**config.mk**
```make
export PLATFORM = sky130hd
export DESIGN_NAME = mouse_motion_rate_meter
export DESIGN_NICKNAME = d
export VERILOG_FILES = /design/src/rtl/core/mmrm_pkg.sv /design/src/rtl/core/mmrm_ram.sv /design/src/rtl/core/mmrm_front.sv /design/src/rtl/core/mmrm_back.sv /design/src/rtl/core/mouse_motion_rate_meter.sv
export SDC_FILE = /design/constraint.sdc
export NUM_CORES = 1
export LEC_CHECK = 0
export BUFFER_PORTS_ARGS = -buffer_cell sky130_fd_sc_hd__buf_4
export CELL_PAD_IN_SITES_DETAIL_PLACEMENT = 2
export CELL_PAD_IN_SITES_GLOBAL_PLACEMENT = 2
export CORE_MARGIN = 10
export CORE_UTILIZATION = 45
export CTS_BUF_LIST = sky130_fd_sc_hd__clkbuf_8 sky130_fd_sc_hd__clkbuf_16
export CTS_CLUSTER_DIAMETER = 200
export DETAILED_ROUTE_END_ITERATION = 7
export PLACE_DENSITY_LB_ADDON = 0.2
export SYNTH_ARGS = -nofsm -noshare
export SYNTH_HDL_FRONTEND = slang
export SYNTH_SLANG_ARGS = --single-unit
```
**constraint.sdc**
```tcl
create_clock -name clk -period 9.6 [get_ports clk]
set_input_delay 0.96 -clock clk [delete_from_list [all_inputs] [get_ports clk]]
set_output_delay 0.96 -clock clk [all_outputs]
set_load 0.02 [all_outputs]
```
**src/rtl/core/mmrm_pkg.sv**
```systemverilog
// Shared types, codes and helpers for the mouse motion rate meter.
package mmrm_pkg;

  localparam int DELTA_BITS  = 16;
  localparam int SUM_BITS    = 32;
  localparam int RATE_BITS   = 20;
  localparam int WTICK_BITS  = 16;
  localparam int REG_IDX_BITS = 1;
  localparam int CFG_DATA_BITS = 16;

  // Both queues are two deep; pointers wrap by natural overflow.
  localparam int QDEPTH    = 2;
  localparam int QPTR_BITS = 1;
  localparam int QCNT_BITS = 2;

  localparam logic [RATE_BITS-1:0]  RATE_MAX     = '1;
  localparam logic [WTICK_BITS-1:0] WTICK_RESET  = 16'd100;

  localparam logic [REG_IDX_BITS-1:0] REG_ENABLE       = 1'd0;
  localparam logic [REG_IDX_BITS-1:0] REG_WINDOW_TICKS = 1'd1;

  typedef enum logic [1:0] {
    CMD_MOTION = 2'd0,
    CMD_TICK   = 2'd1,
    CMD_READ   = 2'd2,
    CMD_CLEAR  = 2'd3
  } cmd_t;

  typedef enum logic [2:0] {
    OP_NOP,
    OP_MOTION,
    OP_TICK,
    OP_READ,
    OP_CLEAR
  } op_kind_t;

  typedef struct packed {
    op_kind_t                       kind;
    logic signed [DELTA_BITS-1:0]   dx;
    logic signed [DELTA_BITS-1:0]   dy;
  } op_t;

  typedef struct packed {
    logic valid;
    op_t  op;
  } op_head_t;

  typedef struct packed {
    logic signed [SUM_BITS-1:0] offset_x;
    logic signed [SUM_BITS-1:0] offset_y;
    logic [RATE_BITS-1:0]       rate;
    logic [RATE_BITS-1:0]       peak_rate;
    logic                       window_closed;
  } result_t;

  function automatic logic signed [SUM_BITS-1:0] sat_add(
    input logic signed [SUM_BITS-1:0]   a,
    input logic signed [DELTA_BITS-1:0] b
  );
    logic signed [SUM_BITS:0] s;
    s = {a[SUM_BITS-1], a} + (SUM_BITS+1)'(b);
    if (s[SUM_BITS] != s[SUM_BITS-1]) begin
      sat_add = s[SUM_BITS] ? {1'b1, {(SUM_BITS-1){1'b0}}} : {1'b0, {(SUM_BITS-1){1'b1}}};
    end else begin
      sat_add = s[SUM_BITS-1:0];
    end
  endfunction

endpackage

```
**src/rtl/core/mmrm_ram.sv**
```systemverilog
// Generic single-write, single-read RAM with registered read data.
module mmrm_ram #(
  parameter int WIDTH = 16,
  parameter int DEPTH = 10
) (
  input  logic                     clk,
  input  logic                     we,
  input  logic [$clog2(DEPTH)-1:0] waddr,
  input  logic [WIDTH-1:0]         wdata,
  input  logic [$clog2(DEPTH)-1:0] raddr,
  output logic [WIDTH-1:0]         rdata
);

  logic [WIDTH-1:0] mem [DEPTH];

  always_ff @(posedge clk) begin
    if (we) begin
      mem[waddr] <= wdata;
    end
    rdata <= mem[raddr];
  end

endmodule

```
**src/rtl/core/mmrm_front.sv**
```systemverilog
// Front end: accepts commands, classifies them and queues them for the back end.
module mmrm_front (
  input  logic                                   clk,
  input  logic                                   rst,
  input  logic                                   push,
  output logic                                   full,
  input  logic [1:0]                             cmd,
  input  logic signed [mmrm_pkg::DELTA_BITS-1:0] delta_x,
  input  logic signed [mmrm_pkg::DELTA_BITS-1:0] delta_y,
  input  logic                                   enable,
  output mmrm_pkg::op_head_t                     head,
  input  logic                                   take
);

  mmrm_pkg::op_t                    q [mmrm_pkg::QDEPTH];
  logic [mmrm_pkg::QPTR_BITS-1:0]   wptr;
  logic [mmrm_pkg::QPTR_BITS-1:0]   rptr;
  logic [mmrm_pkg::QCNT_BITS-1:0]   count;
  mmrm_pkg::op_t                    op_in;
  logic                             accept;

  assign full   = (count == mmrm_pkg::QCNT_BITS'(mmrm_pkg::QDEPTH));
  assign accept = push && !full;

  // Motion and ticks are dropped to no-ops while disabled.
  always_comb begin
    op_in.dx = delta_x;
    op_in.dy = delta_y;
    case (mmrm_pkg::cmd_t'(cmd))
      mmrm_pkg::CMD_MOTION: op_in.kind = enable ? mmrm_pkg::OP_MOTION : mmrm_pkg::OP_NOP;
      mmrm_pkg::CMD_TICK:   op_in.kind = enable ? mmrm_pkg::OP_TICK : mmrm_pkg::OP_NOP;
      mmrm_pkg::CMD_READ:   op_in.kind = mmrm_pkg::OP_READ;
      mmrm_pkg::CMD_CLEAR:  op_in.kind = mmrm_pkg::OP_CLEAR;
      default:              op_in.kind = mmrm_pkg::OP_NOP;
    endcase
  end

  always_ff @(posedge clk) begin
    if (accept) begin
      q[wptr] <= op_in;
    end
  end

  always_ff @(posedge clk) begin
    if (rst) begin
      wptr  <= '0;
      rptr  <= '0;
      count <= '0;
    end else begin
      if (accept) begin
        wptr <= wptr + 1'b1;
      end
      if (take) begin
        rptr <= rptr + 1'b1;
      end
      case ({accept, take})
        2'b10:   count <= count + 1'b1;
        2'b01:   count <= count - 1'b1;
        default: count <= count;
      endcase
    end
  end

  assign head.valid = (count != '0);
  assign head.op    = q[rptr];

`ifndef SYNTHESIS
  a_count_bound: assert property (@(posedge clk) disable iff (rst)
    count <= mmrm_pkg::QCNT_BITS'(mmrm_pkg::QDEPTH))
    else $error("front queue overfilled");
  a_take_nonempty: assert property (@(posedge clk) disable iff (rst)
    take |-> head.valid)
    else $error("back end took from empty front queue");
`endif

endmodule

```
**src/rtl/core/mmrm_back.sv**
```systemverilog
// Back end: executes queued operations, keeps sums and window ring, queues results.
module mmrm_back #(
  parameter int WINDOW_SLOTS = 10,
  parameter int COUNT_BITS   = 16
) (
  input  logic                                   clk,
  input  logic                                   rst,
  input  logic [mmrm_pkg::WTICK_BITS-1:0]        window_ticks,
  input  mmrm_pkg::op_head_t                     head,
  output logic                                   take,
  output logic                                   empty,
  input  logic                                   pop,
  output mmrm_pkg::result_t                      result
);

  localparam int PTR_BITS   = $clog2(WINDOW_SLOTS);
  localparam int TOTAL_BITS = COUNT_BITS + $clog2(WINDOW_SLOTS + 1);
  localparam int CMP_BITS   = (COUNT_BITS > mmrm_pkg::WTICK_BITS) ? COUNT_BITS
                                                                   : mmrm_pkg::WTICK_BITS;
  localparam int SAT_BITS   = (TOTAL_BITS > mmrm_pkg::RATE_BITS) ? TOTAL_BITS
                                                                  : mmrm_pkg::RATE_BITS + 1;

  // Architectural state
  logic signed [mmrm_pkg::SUM_BITS-1:0] sum_x, sum_x_next;
  logic signed [mmrm_pkg::SUM_BITS-1:0] sum_y, sum_y_next;
  logic [COUNT_BITS-1:0]                reports, reports_next;
  logic [COUNT_BITS-1:0]                tick_count, tick_count_next;
  logic [PTR_BITS-1:0]                  slot_ptr, slot_ptr_next;
  logic [WINDOW_SLOTS-1:0]              slot_valid, slot_valid_next;
  logic [TOTAL_BITS-1:0]                window_total, window_total_next;
  logic [mmrm_pkg::RATE_BITS-1:0]       shown_rate, shown_rate_next;
  logic [mmrm_pkg::RATE_BITS-1:0]       peak_value, peak_value_next;

  // Working values
  logic [COUNT_BITS-1:0]                slot_rdata;
  logic [COUNT_BITS-1:0]                slot_old;
  logic [COUNT_BITS-1:0]                tick_inc;
  logic [mmrm_pkg::WTICK_BITS-1:0]      win_len;
  logic [TOTAL_BITS-1:0]                total_upd;
  logic [SAT_BITS-1:0]                  total_ext;
  logic [mmrm_pkg::RATE_BITS-1:0]       rate_upd;
  logic                                 close;
  logic                                 ring_we;
  mmrm_pkg::result_t                    res;

  // Result queue
  mmrm_pkg::result_t                    rq [mmrm_pkg::QDEPTH];
  logic [mmrm_pkg::QPTR_BITS-1:0]       rq_wptr;
  logic [mmrm_pkg::QPTR_BITS-1:0]       rq_rptr;
  logic [mmrm_pkg::QCNT_BITS-1:0]       rq_count;
  logic                                 rq_pop;

  assign take   = head.valid && (rq_count != mmrm_pkg::QCNT_BITS'(mmrm_pkg::QDEPTH));
  assign empty  = (rq_count == '0);
  assign rq_pop = pop && !empty;
  assign result = rq[rq_rptr];

  // Slot at the pointer is prefetched: read address follows the next pointer.
  mmrm_ram #(
    .WIDTH (COUNT_BITS),
    .DEPTH (WINDOW_SLOTS)
  ) u_ring (
    .clk   (clk),
    .we    (ring_we),
    .waddr (slot_ptr),
    .wdata (reports),
    .raddr (slot_ptr_next),
    .rdata (slot_rdata)
  );

  assign slot_old  = slot_valid[slot_ptr] ? slot_rdata : '0;
  assign tick_inc  = (tick_count == '1) ? tick_count : tick_count + 1'b1;
  assign win_len   = (window_ticks == '0) ? mmrm_pkg::WTICK_BITS'(1) : window_ticks;
  assign total_upd = (reports == '0) ? '0
                   : window_total - TOTAL_BITS'(slot_old) + TOTAL_BITS'(reports);
  assign total_ext = SAT_BITS'(total_upd);
  assign rate_upd  = (total_ext > SAT_BITS'(mmrm_pkg::RATE_MAX)) ? mmrm_pkg::RATE_MAX
                                                                 : total_ext[mmrm_pkg::RATE_BITS-1:0];

  always_comb begin
    sum_x_next        = sum_x;
    sum_y_next        = sum_y;
    reports_next      = reports;
    tick_count_next   = tick_count;
    slot_ptr_next     = slot_ptr;
    slot_valid_next   = slot_valid;
    window_total_next = window_total;
    shown_rate_next   = shown_rate;
    peak_value_next   = peak_value;
    close             = 1'b0;
    ring_we           = 1'b0;
    res.offset_x      = '0;
    res.offset_y      = '0;

    if (take) begin
      case (head.op.kind)
        mmrm_pkg::OP_MOTION: begin
          sum_x_next   = mmrm_pkg::sat_add(sum_x, head.op.dx);
          sum_y_next   = mmrm_pkg::sat_add(sum_y, head.op.dy);
          reports_next = (reports == '1) ? reports : reports + 1'b1;
        end
        mmrm_pkg::OP_TICK: begin
          tick_count_next = tick_inc;
          if (CMP_BITS'(tick_inc) >= CMP_BITS'(win_len)) begin
            close             = 1'b1;
            ring_we           = 1'b1;
            window_total_next = total_upd;
            if (reports == '0) begin
              slot_valid_next = '0;
            end else begin
              slot_valid_next[slot_ptr] = 1'b1;
            end
            slot_ptr_next = (slot_ptr == PTR_BITS'(WINDOW_SLOTS - 1)) ? '0
                                                                      : slot_ptr + 1'b1;
            shown_rate_next = rate_upd;
            peak_value_next = (rate_upd > peak_value) ? rate_upd : peak_value;
            reports_next    = '0;
            tick_count_next = '0;
          end
        end
        mmrm_pkg::OP_READ: begin
          res.offset_x = sum_x;
          res.offset_y = sum_y;
          sum_x_next   = '0;
          sum_y_next   = '0;
        end
        mmrm_pkg::OP_CLEAR: begin
          sum_x_next      = '0;
          sum_y_next      = '0;
          shown_rate_next = '0;
          peak_value_next = '0;
        end
        default: begin
        end
      endcase
    end

    res.rate          = shown_rate_next;
    res.peak_rate     = peak_value_next;
    res.window_closed = close;
  end

  always_ff @(posedge clk) begin
    if (rst) begin
      sum_x        <= '0;
      sum_y        <= '0;
      reports      <= '0;
      tick_count   <= '0;
      slot_ptr     <= '0;
      slot_valid   <= '0;
      window_total <= '0;
      shown_rate   <= '0;
      peak_value   <= '0;
    end else begin
      sum_x        <= sum_x_next;
      sum_y        <= sum_y_next;
      reports      <= reports_next;
      tick_count   <= tick_count_next;
      slot_ptr     <= slot_ptr_next;
      slot_valid   <= slot_valid_next;
      window_total <= window_total_next;
      shown_rate   <= shown_rate_next;
      peak_value   <= peak_value_next;
    end
  end

  always_ff @(posedge clk) begin
    if (take) begin
      rq[rq_wptr] <= res;
    end
  end

  always_ff @(posedge clk) begin
    if (rst) begin
      rq_wptr  <= '0;
      rq_rptr  <= '0;
      rq_count <= '0;
    end else begin
      if (take) begin
        rq_wptr <= rq_wptr + 1'b1;
      end
      if (rq_pop) begin
        rq_rptr <= rq_rptr + 1'b1;
      end
      case ({take, rq_pop})
        2'b10:   rq_count <= rq_count + 1'b1;
        2'b01:   rq_count <= rq_count - 1'b1;
        default: rq_count <= rq_count;
      endcase
    end
  end

`ifndef SYNTHESIS
  a_peak_covers_rate: assert property (@(posedge clk) disable iff (rst)
    shown_rate <= peak_value)
    else $error("shown rate above peak");
  a_ptr_range: assert property (@(posedge clk) disable iff (rst)
    {1'b0, slot_ptr} < (PTR_BITS+1)'(WINDOW_SLOTS))
    else $error("slot pointer out of range");
  a_idle_window_clears: assert property (@(posedge clk) disable iff (rst)
    close && (reports == '0) |=> (window_total == '0) && (slot_valid == '0))
    else $error("empty window did not clear ring");
  a_rq_bound: assert property (@(posedge clk) disable iff (rst)
    rq_count <= mmrm_pkg::QCNT_BITS'(mmrm_pkg::QDEPTH))
    else $error("result queue overfilled");
`endif

endmodule

```
**src/rtl/core/mouse_motion_rate_meter.sv**
```systemverilog
// Top level of the mouse motion rate meter: config registers, front and back ends.
//
//  channel  | handshake          | payload
//  ---------+--------------------+---------------------------------------------
//  command  | push / full        | cmd, delta_x, delta_y
//  result   | empty / pop        | offset_x, offset_y, rate, peak_rate,
//           |                    | window_closed
//  config   | write_enable       | reg_index, write_data (0 enable, 1 window_ticks)
//
// One transaction per clock on both sides while full and empty stay low. A command
// accepted into the front queue is executed by the back end once it is at the head
// and the result queue has room; its result is registered into the result queue,
// which drops empty so that the result can be popped.
// Sync reset clears all counters, sums and the ring's valid bits; no clearing
// pass. Ring slot data lives in RAM; the slot at the pointer is prefetched.
// Two-deep queues on each side let push continue while a result waits on pop.
module mouse_motion_rate_meter #(
  parameter int WINDOW_SLOTS = 10,
  parameter int COUNT_BITS   = 16
) (
  input  logic                                      clk,
  input  logic                                      rst,
  // command channel
  input  logic                                      push,
  output logic                                      full,
  input  logic [1:0]                                cmd,
  input  logic signed [mmrm_pkg::DELTA_BITS-1:0]    delta_x,
  input  logic signed [mmrm_pkg::DELTA_BITS-1:0]    delta_y,
  // result channel
  output logic                                      empty,
  input  logic                                      pop,
  output logic signed [mmrm_pkg::SUM_BITS-1:0]      offset_x,
  output logic signed [mmrm_pkg::SUM_BITS-1:0]      offset_y,
  output logic [mmrm_pkg::RATE_BITS-1:0]            rate,
  output logic [mmrm_pkg::RATE_BITS-1:0]            peak_rate,
  output logic                                      window_closed,
  // config write port
  input  logic                                      write_enable,
  input  logic [mmrm_pkg::REG_IDX_BITS-1:0]         reg_index,
  input  logic [mmrm_pkg::CFG_DATA_BITS-1:0]        write_data
);

  logic                              enable;
  logic [mmrm_pkg::WTICK_BITS-1:0]   window_ticks;
  mmrm_pkg::op_head_t                head;
  logic                              take;
  mmrm_pkg::result_t                 result;

  // Config: user writes only while idle (unenforced), so no hazard with queued work.
  always_ff @(posedge clk) begin
    if (rst) begin
      enable       <= 1'b0;
      window_ticks <= mmrm_pkg::WTICK_RESET;
    end else if (write_enable) begin
      case (reg_index)
        mmrm_pkg::REG_ENABLE:       enable       <= write_data[0];
        mmrm_pkg::REG_WINDOW_TICKS: window_ticks <= write_data[mmrm_pkg::WTICK_BITS-1:0];
        default: begin
        end
      endcase
    end
  end

  // Front end: classify (enable folded in here) and queue.
  mmrm_front u_front (
    .clk     (clk),
    .rst     (rst),
    .push    (push),
    .full    (full),
    .cmd     (cmd),
    .delta_x (delta_x),
    .delta_y (delta_y),
    .enable  (enable),
    .head    (head),
    .take    (take)
  );

  // Back end: sums, tick counter, window ring, rate/peak, result queue.
  mmrm_back #(
    .WINDOW_SLOTS (WINDOW_SLOTS),
    .COUNT_BITS   (COUNT_BITS)
  ) u_back (
    .clk          (clk),
    .rst          (rst),
    .window_ticks (window_ticks),
    .head         (head),
    .take         (take),
    .empty        (empty),
    .pop          (pop),
    .result       (result)
  );

  assign offset_x      = result.offset_x;
  assign offset_y      = result.offset_y;
  assign rate          = result.rate;
  assign peak_rate     = result.peak_rate;
  assign window_closed = result.window_closed;

endmodule
```
Yosys cells after proc, flatten, opt, wreduce, memory -nomap -nowiden
Memory sizes are Yosys's and may differ from the RTL's. A register that Yosys moved wholly into a read port is not among the register bits.
Cells that the tools add are included.
{"block": "op_classes", "n_addsub": 15, "order_cmp": 5, "eq_ne": 20, "mux": 51, "bitwise": 2, "reduce_logical": 22}
{"cell": "two-way mux 20 bit", "count": 7}
{"cell": "two-way mux 32 bit", "count": 4}
{"cell": "two-way mux 64 bit", "count": 2}
{"cell": "one-hot mux 32 bit (2 select lines)", "count": 2}
{"cell": "two-way mux 16 bit", "count": 6}
{"cell": "one-hot mux 20 bit (2 select lines)", "count": 2}
{"cell": "adder 32 x 16 -> 33 bit", "count": 2}
{"cell": "adder 16 x 1 -> 16 bit (second input constant)", "count": 2}
{"cell": "== test 16 bit (second input constant)", "count": 2}
{"cell": "logical NOT 16 bit", "count": 2}
{"cell": "one-hot mux 16 bit (2 select lines)", "count": 1}
{"cell": "adder 20 x 16 -> 20 bit", "count": 1}
{"cell": "greater-than comparator 20 bit", "count": 1}
{"cell": "greater-than comparator 20 bit (second input constant)", "count": 1}
{"cell": "subtractor 20 x 16 -> 20 bit", "count": 1}
{"cell": "greater-or-equal comparator 16 bit", "count": 1}
{"cell": "two-way mux 1 bit", "count": 16}
{"cell": "two-way mux 4 bit", "count": 4}
{"cell": "one-hot mux 3 bit (4 select lines)", "count": 1}
{"cell": "== test 2 bit (second input constant)", "count": 5}
{"cell": "two-way mux 10 bit", "count": 1}
{"cell": "OR 10 bit", "count": 1}
{"cell": "nonzero test 2 bit", "count": 5}
{"cell": "one-hot mux 2 bit (2 select lines)", "count": 2}
{"cell": "25 further kinds", "count": 43}
{"block": "totals", "reg_bits": 195, "ramBits": 440, "inputBits": 56, "out_inout_bits": 107, "mem_count": 3}
{"memory": "u_back.rq", "depth": 2, "word_bits": 105, "read_ports": 1, "rd_ports_with_merged_regs": 1, "wr": 1, "line": "mmrm_back.sv:47", "source": "mmrm_pkg::result_t rq [mmrm_pkg::QDEPTH];"}
{"memory": "u_back.u_ring.mem", "depth": 10, "word_bits": 16, "read_ports": 1, "rd_ports_with_merged_regs": 1, "wr": 1, "line": "mmrm_ram.sv:14", "source": "logic [WIDTH-1:0] mem [DEPTH];"}
{"memory": "u_front.q", "depth": 2, "word_bits": 35, "read_ports": 1, "rd_ports_with_merged_regs": 1, "wr": 1, "line": "mmrm_front.sv:15", "source": "mmrm_pkg::op_t q [mmrm_pkg::QDEPTH];"}

Longest topological paths before layout
{"block": "logic_depth", "word_depth": 13, "mapped_depth": 31, "ltp_nobuf": 28}

Hierarchy
A second synthesis with hierarchy kept.
{"block": "unflattened", "cells_unflattened": 2693, "hier_area_um2": 31501.5}
{"mod": "mmrm_back", "n_inst": 1, "cells_each": 2121, "area_each_um2": 21299.2, "seq_area_each_um2": 9809.4}
{"mod": "mmrm_ram", "n_inst": 1, "cells_each": 358, "area_each_um2": 6712.7, "seq_area_each_um2": 5124.9}
{"mod": "mmrm_front", "n_inst": 1, "cells_each": 140, "area_each_um2": 2762.6, "seq_area_each_um2": 2202.1}
{"mod": "mouse_motion_rate_meter", "n_inst": 1, "cells_each": 74, "area_each_um2": 726.9, "seq_area_each_um2": 340.3}

Worst setup path after synthesis
No wires, ideal clock.
{"block": "synth_timing", "path_kind": "register to register", "startpoint": "register u_back.slot_ptr[0]", "endpoint": "memory u_back.rq[0][11] (netlist name) (data pin)", "setup_time_ns": 0.260, "arrival_ns": 6.071, "t_required_ns": 9.340, "path_slack_ns": 3.269, "stages_incl_launch_ff": 29, "synth_period_minus_slack_ns": 6.331, "cell_sequence": "dfxtp_1 > clkbuf_1 > mux4_2 > mux2i_1 > o32ai_1 > clkbuf_1 > and2_1 > fa_1 > inv_1 > ha_1 > a21o_1 > a21o_1 > a21o_1 > a31oi_1 > a211o_1 > a21oi_1 > a211o_1 > xnor2_1 > nor2_1 > ha_1 > nand4_1 > nor2_1 > and4_1 > nand3_1 > o21a_1 > and3_1 > clkbuf_1 > clkbuf_1 > a22o_1"}
{"block": "synth_via", "elab_chain_len": 13}
{"item": "start: declaration", "line": "mmrm_back.sv:28", "source": "logic [PTR_BITS-1:0] slot_ptr, slot_ptr_next;"}
{"item": "start signal: assignment", "line": "mmrm_back.sv:159", "source": "slot_ptr <= slot_ptr_next;"}
{"item": "binary-select mux 1 bit (select 4 bit) *", "line": "mmrm_back.sv:71", "source": "assign slot_old = slot_valid[slot_ptr] ? slot_rdata : '0;"}
{"item": "two-way mux 1 bit (implied by the code) *", "line": "mmrm_back.sv:71"}
{"item": "two-way mux 16 bit *", "line": "mmrm_back.sv:71"}
{"item": "subtractor 20 x 16 -> 20 bit *", "line": "mmrm_back.sv:75", "source": ": window_total - TOTAL_BITS'(slot_old) + TOTAL_BITS'(reports);"}
{"item": "adder 20 x 16 -> 20 bit *", "line": "mmrm_back.sv:75"}
{"item": "two-way mux 20 bit *", "line": "mmrm_back.sv:74", "source": "assign total_upd = (reports == '0) ? '0"}
{"item": "greater-than comparator 20 bit", "line": "mmrm_back.sv:77", "source": "assign rate_upd = (total_ext > SAT_BITS'(mmrm_pkg::RATE_MAX)) ? mmrm_pkg::RATE_MAX"}
{"item": "two-way mux 20 bit *", "line": "mmrm_back.sv:77"}
{"item": "greater-than comparator 20 bit", "line": "mmrm_back.sv:116", "source": "peak_value_next = (rate_upd > peak_value) ? rate_upd : peak_value;"}
{"item": "two-way mux 20 bit *", "line": "mmrm_back.sv:116"}
{"item": "two-way mux 20 bit *", "line": "mmrm_back.sv:104", "source": "if (CMP_BITS'(tick_inc) >= CMP_BITS'(win_len)) begin"}
{"item": "one-hot mux 20 bit (2 select lines) *", "line": "mmrm_back.sv:96", "source": "case (head.op.kind)"}
{"item": "two-way mux 20 bit *", "line": "mmrm_back.sv:95", "source": "if (take) begin"}
{"item": "via u_back.peak_value_next (one bit)", "line": "mmrm_back.sv:32", "source": "logic [mmrm_pkg::RATE_BITS-1:0] peak_value, peak_value_next;"}
{"item": "end: declaration", "line": "mmrm_back.sv:47"}
Mark *: on every way through the listed nets, which the timed path passes. The rest lies on a longest branch. The select of a mux whose other input is x is not followed.

Final worst setup path
{"block": "layout_timing", "startpoint": "register u_back.slot_ptr[0]", "endpoint": "register u_back.peak_value[19] (netlist name)"}
{"block": "layout_via", "elab_chain_len": 13}
{"item": "binary-select mux 1 bit (select 4 bit) *", "line": "mmrm_back.sv:71"}
{"item": "two-way mux 1 bit (implied by the code) *", "line": "mmrm_back.sv:71"}
{"item": "two-way mux 16 bit *", "line": "mmrm_back.sv:71"}
{"item": "subtractor 20 x 16 -> 20 bit *", "line": "mmrm_back.sv:75"}
{"item": "adder 20 x 16 -> 20 bit *", "line": "mmrm_back.sv:75"}
{"item": "two-way mux 20 bit *", "line": "mmrm_back.sv:74"}
{"item": "greater-than comparator 20 bit", "line": "mmrm_back.sv:77"}
{"item": "two-way mux 20 bit *", "line": "mmrm_back.sv:77"}
{"item": "greater-than comparator 20 bit", "line": "mmrm_back.sv:116"}
{"item": "two-way mux 20 bit *", "line": "mmrm_back.sv:116"}
{"item": "two-way mux 20 bit *", "line": "mmrm_back.sv:104"}
{"item": "one-hot mux 20 bit (2 select lines) *", "line": "mmrm_back.sv:96"}
{"item": "two-way mux 20 bit *", "line": "mmrm_back.sv:95"}
{"item": "end signal: assignment", "line": "mmrm_back.sv:163", "source": "peak_value <= peak_value_next;"}
{"item": "end: declaration", "line": "mmrm_back.sv:32"}
Every way passes the cells marked *; elsewhere a longest branch is shown, timed or not. The select of a mux whose other input is x is not followed.
A chain may end at the register's enable or synchronous reset.

==> results.md <==
- Fin Clk Skew: 0.0216 ns
- Seq cells post-synth: 653
- CTS Hold Bufs: 0
- CTS buffer count: 73
- Final ANT Viol Nets: 0
- Reg2Reg Setup Slack: 1.12 ns
- Total negative setup slack: 0 ns
- Routed length per instance: 26.9 um
- Total number of vias: 23.5k
- Worst slew pin tran: 1.36 ns
- Syn nets: 3,030
- RePlAce Congestion: 0.845
- Core area: 69,800 um^2
- CP Capture Type: flip-flop
- RSZ-0062 raised after global routing: false
- CP Class: reg -> reg
- Post-synth EDFFs: 440
- Max Slew Vio Count: 0
- Hold WS: 0.460 ns
- CTS tree: yes
- CP Launch Type: flip-flop
- Final WS setup: 1.12 ns
- Htree depth: 3
- Clock sinks: 653
- Die extent in y: 285 um
- Share of cells above drive strength 1: 0.164
- Critical Path Slowest Stage Cell: nor2_1
- Initial core utilization: 0.452
- Critical Path Fanout Max: 16
- HPWL Detailed: 70,200 um
- Final WL: 106,000 um
- First-pass GRT wire length: 164,000 um
- Syn_area_per_cell: 11.1 um^2
- Worst IR Drop VDD: 0.226 mV
- Post-synth ARST share: 0
- IO Pins: 163
- Power Density: 258 nW/um^2
- GRT Overall Usage: 0.258
- Synthesized area: 31,500 um^2
- Row count: 97
- Most common cell after layout, fill and taps aside: edfxtp_1
- Initial antenna violation count: 2
- Largest net degree at the start of global routing: 72
- Yosys cell types: 87
- # resized after CTS: 0
- F_max: 118 MHz
- Minimum clock period: 8.48 ns
- Post-CTS Setup Inserts: 0
- Ant. Diodes: 0
- Syn. warnings: 0
- Gr ovfl total: 0
- Leakage Power: 13.8 nW
- Nets: 3,164
- Area after DPL: 33,700 um^2
- IO Port Bufs: 162
- Relative slew slack: 0.0877
- DRC viols: 0
- Hold EP: u_back.window_total[13]
- Main synth FF type: edfxtp_1
- Root Driver: clkbuf_16
- Vias in the first global route: 26.9k
- Clk_lat worst skew: 0.64 ns
- Worst r2r dst: u_back.peak_value[19]
- Via density: 5.93
- Fin. Hold Viols: 0
- Area delta synth->final: 14.7%
- Drt pass-1 iters: 5
- Final setup fails: 0
- Commonest cells after routing, fill and taps aside: edfxtp_1 (440), nand2_1 (364), dfxtp_1 (210)
- Final worst-path cycle share: 0.884
- Die X: 285 um
- WP data required: 10.13 ns
- Pre-CTS WS: 1.50 ns
- Worst Reg-to-Reg Cells: 27
- Hold Crit Start: u_back.window_total[13]
- HP Class: reg -> reg
- CP peak stage delay: 1.13 ns
- Design area: 36,200 um^2
- Reg-to-Reg Start: u_back.slot_ptr[0]
- Hold Path Stages: 2
- MaxCap Viol Count: 0
- Status: complete, no violations
- WP data arrival: 9.01 ns
- Mapped Cells: 2,831
- Seq/Total Area, Yosys: 0.554
- Max clock buf depth: 3
- DR iter-0 viols: 1,351
- Die ar.: 81,100 um^2
- Clock Pin Slew Worst Setup and Hold Paths: 0.06 ns
[worst max path at each step]
stage / from / cells past startpoint / end
2_1_floorplan: u_back.slot_ptr[0] / 28 / u_back.rq[0][11]
3_3_place_gp: u_back.slot_ptr[0] / 27 / u_back.peak_value[12]
3_5_place_dp: u_back.slot_ptr[0] / 27 / u_back.peak_value[19]
4_1_cts: u_back.slot_ptr[0] / 27 / u_back.peak_value[19]
5_1_grt: u_back.slot_ptr[0] / 27 / u_back.peak_value[19]
6_report: u_back.slot_ptr[0] / 27 / u_back.peak_value[19]
[registers in the layout, indices dropped and copies added, names as in the netlist, 2 cells and up, named ones only]
register	flops
u_back.slot_ptr	4
u_back.reports	16
u_back.rq	210
u_back.window_total	20
u_back.sum_x	32
u_back.rq_count	2
u_back.sum_y	32
u_back.u_ring.mem	160
u_back.u_ring.rdata	16
u_back.shown_rate	20
u_front.q	70
u_back.tick_count	16
u_front.count	2
window_ticks	16
u_back.peak_value	20
u_back.slot_valid	10
[logic make-up after synthesis]
kind of cell             Yosys count  synth area share
AO/OA/AOI/OAI                    641             0.136
XOR/XNOR                         102            0.0294
adder cells (fa/ha/maj)          143            0.0610
buffers and inverters            267            0.0332
flip-flops                       653             0.554
multiplexers                     173            0.0613
AND/OR/NAND/NOR                  852             0.125
[routing by layer]
metal | global-route usage | wire length [um]
met1 | 0.300 | 42900
met2 | 0.473 | 55900
met3 | 0.0344 | 3820
met4 | 0.0991 | 3860
met5 | 0 | 21
[report_power, final]
group | internal (mW) | switching (mW)
registers | 3.44 | 0.197
clock network | 1.67 | 1.21
logic | 1.06 | 1.77
[worst max-delay path: cells and delay by family (launching register included)]
| kind | cells | cell delay [ns] |
|---|---|---|
| AND/OR/NAND/NOR | 8 | 2.55 |
| AO/OA/AOI/OAI | 11 | 2.36 |
| adder cells (fa/ha/maj) | 3 | 1.21 |
| multiplexers | 2 | 0.82 |
| flip-flops | 1 | 0.67 |
| XOR/XNOR | 1 | 0.47 |
| buffers and inverters | 2 | 0.30 |
[through the flow]
step / power [mW] / cells / utilization
6_report: 9.34 / 3965 / 0.518
5_1_grt: 9.73 / 3965 / 0.518
4_1_cts: 9.42 / 3965 / 0.518
3_5_place_dp: 6.50 / 3830 / 0.483
3_3_place_gp: 6.34 / 3830 / 0.483
2_1_floorplan: 5.40 / 2831 / -
[Yosys cell counts (18+ instances only)]
cell | n | area, um^2
edfxtp_1 | 440 | 13200
nor2_1 | 163 | 612
a21o_1 | 58 | 435
inv_1 | 132 | 495
and2_1 | 100 | 626
o21a_1 | 27 | 203
xor2_1 | 33 | 289
buf_2 | 21 | 105
a211oi_1 | 19 | 143
xnor2_1 | 66 | 578
nand3b_1 | 18 | 135
nand3_1 | 71 | 355
mux2i_1 | 30 | 300
o22ai_1 | 24 | 150
o21ai_0 | 96 | 480
nand2_1 | 364 | 1370
a22o_1 | 27 | 236
fa_1 | 18 | 360
a32oi_1 | 18 | 158
nand4_1 | 22 | 138
dfxtp_1 | 213 | 4260
ha_1 | 125 | 1560
nor3_1 | 37 | 185
a41o_1 | 19 | 190
a21oi_1 | 205 | 1030
clkbuf_1 | 92 | 345
mux2_2 | 141 | 1590
[cell type report]
type	instances	area, um^2
inverters	134	503
clock buffers	79	1920
repair buffers	192	1440
multi-input cells	1911	13100
clock inverters	56	500
fillers	6819	33600
well taps	940	1180
flip-flops and latches	653	17500
Note: power is estimated with default switching activity, not from simulation.
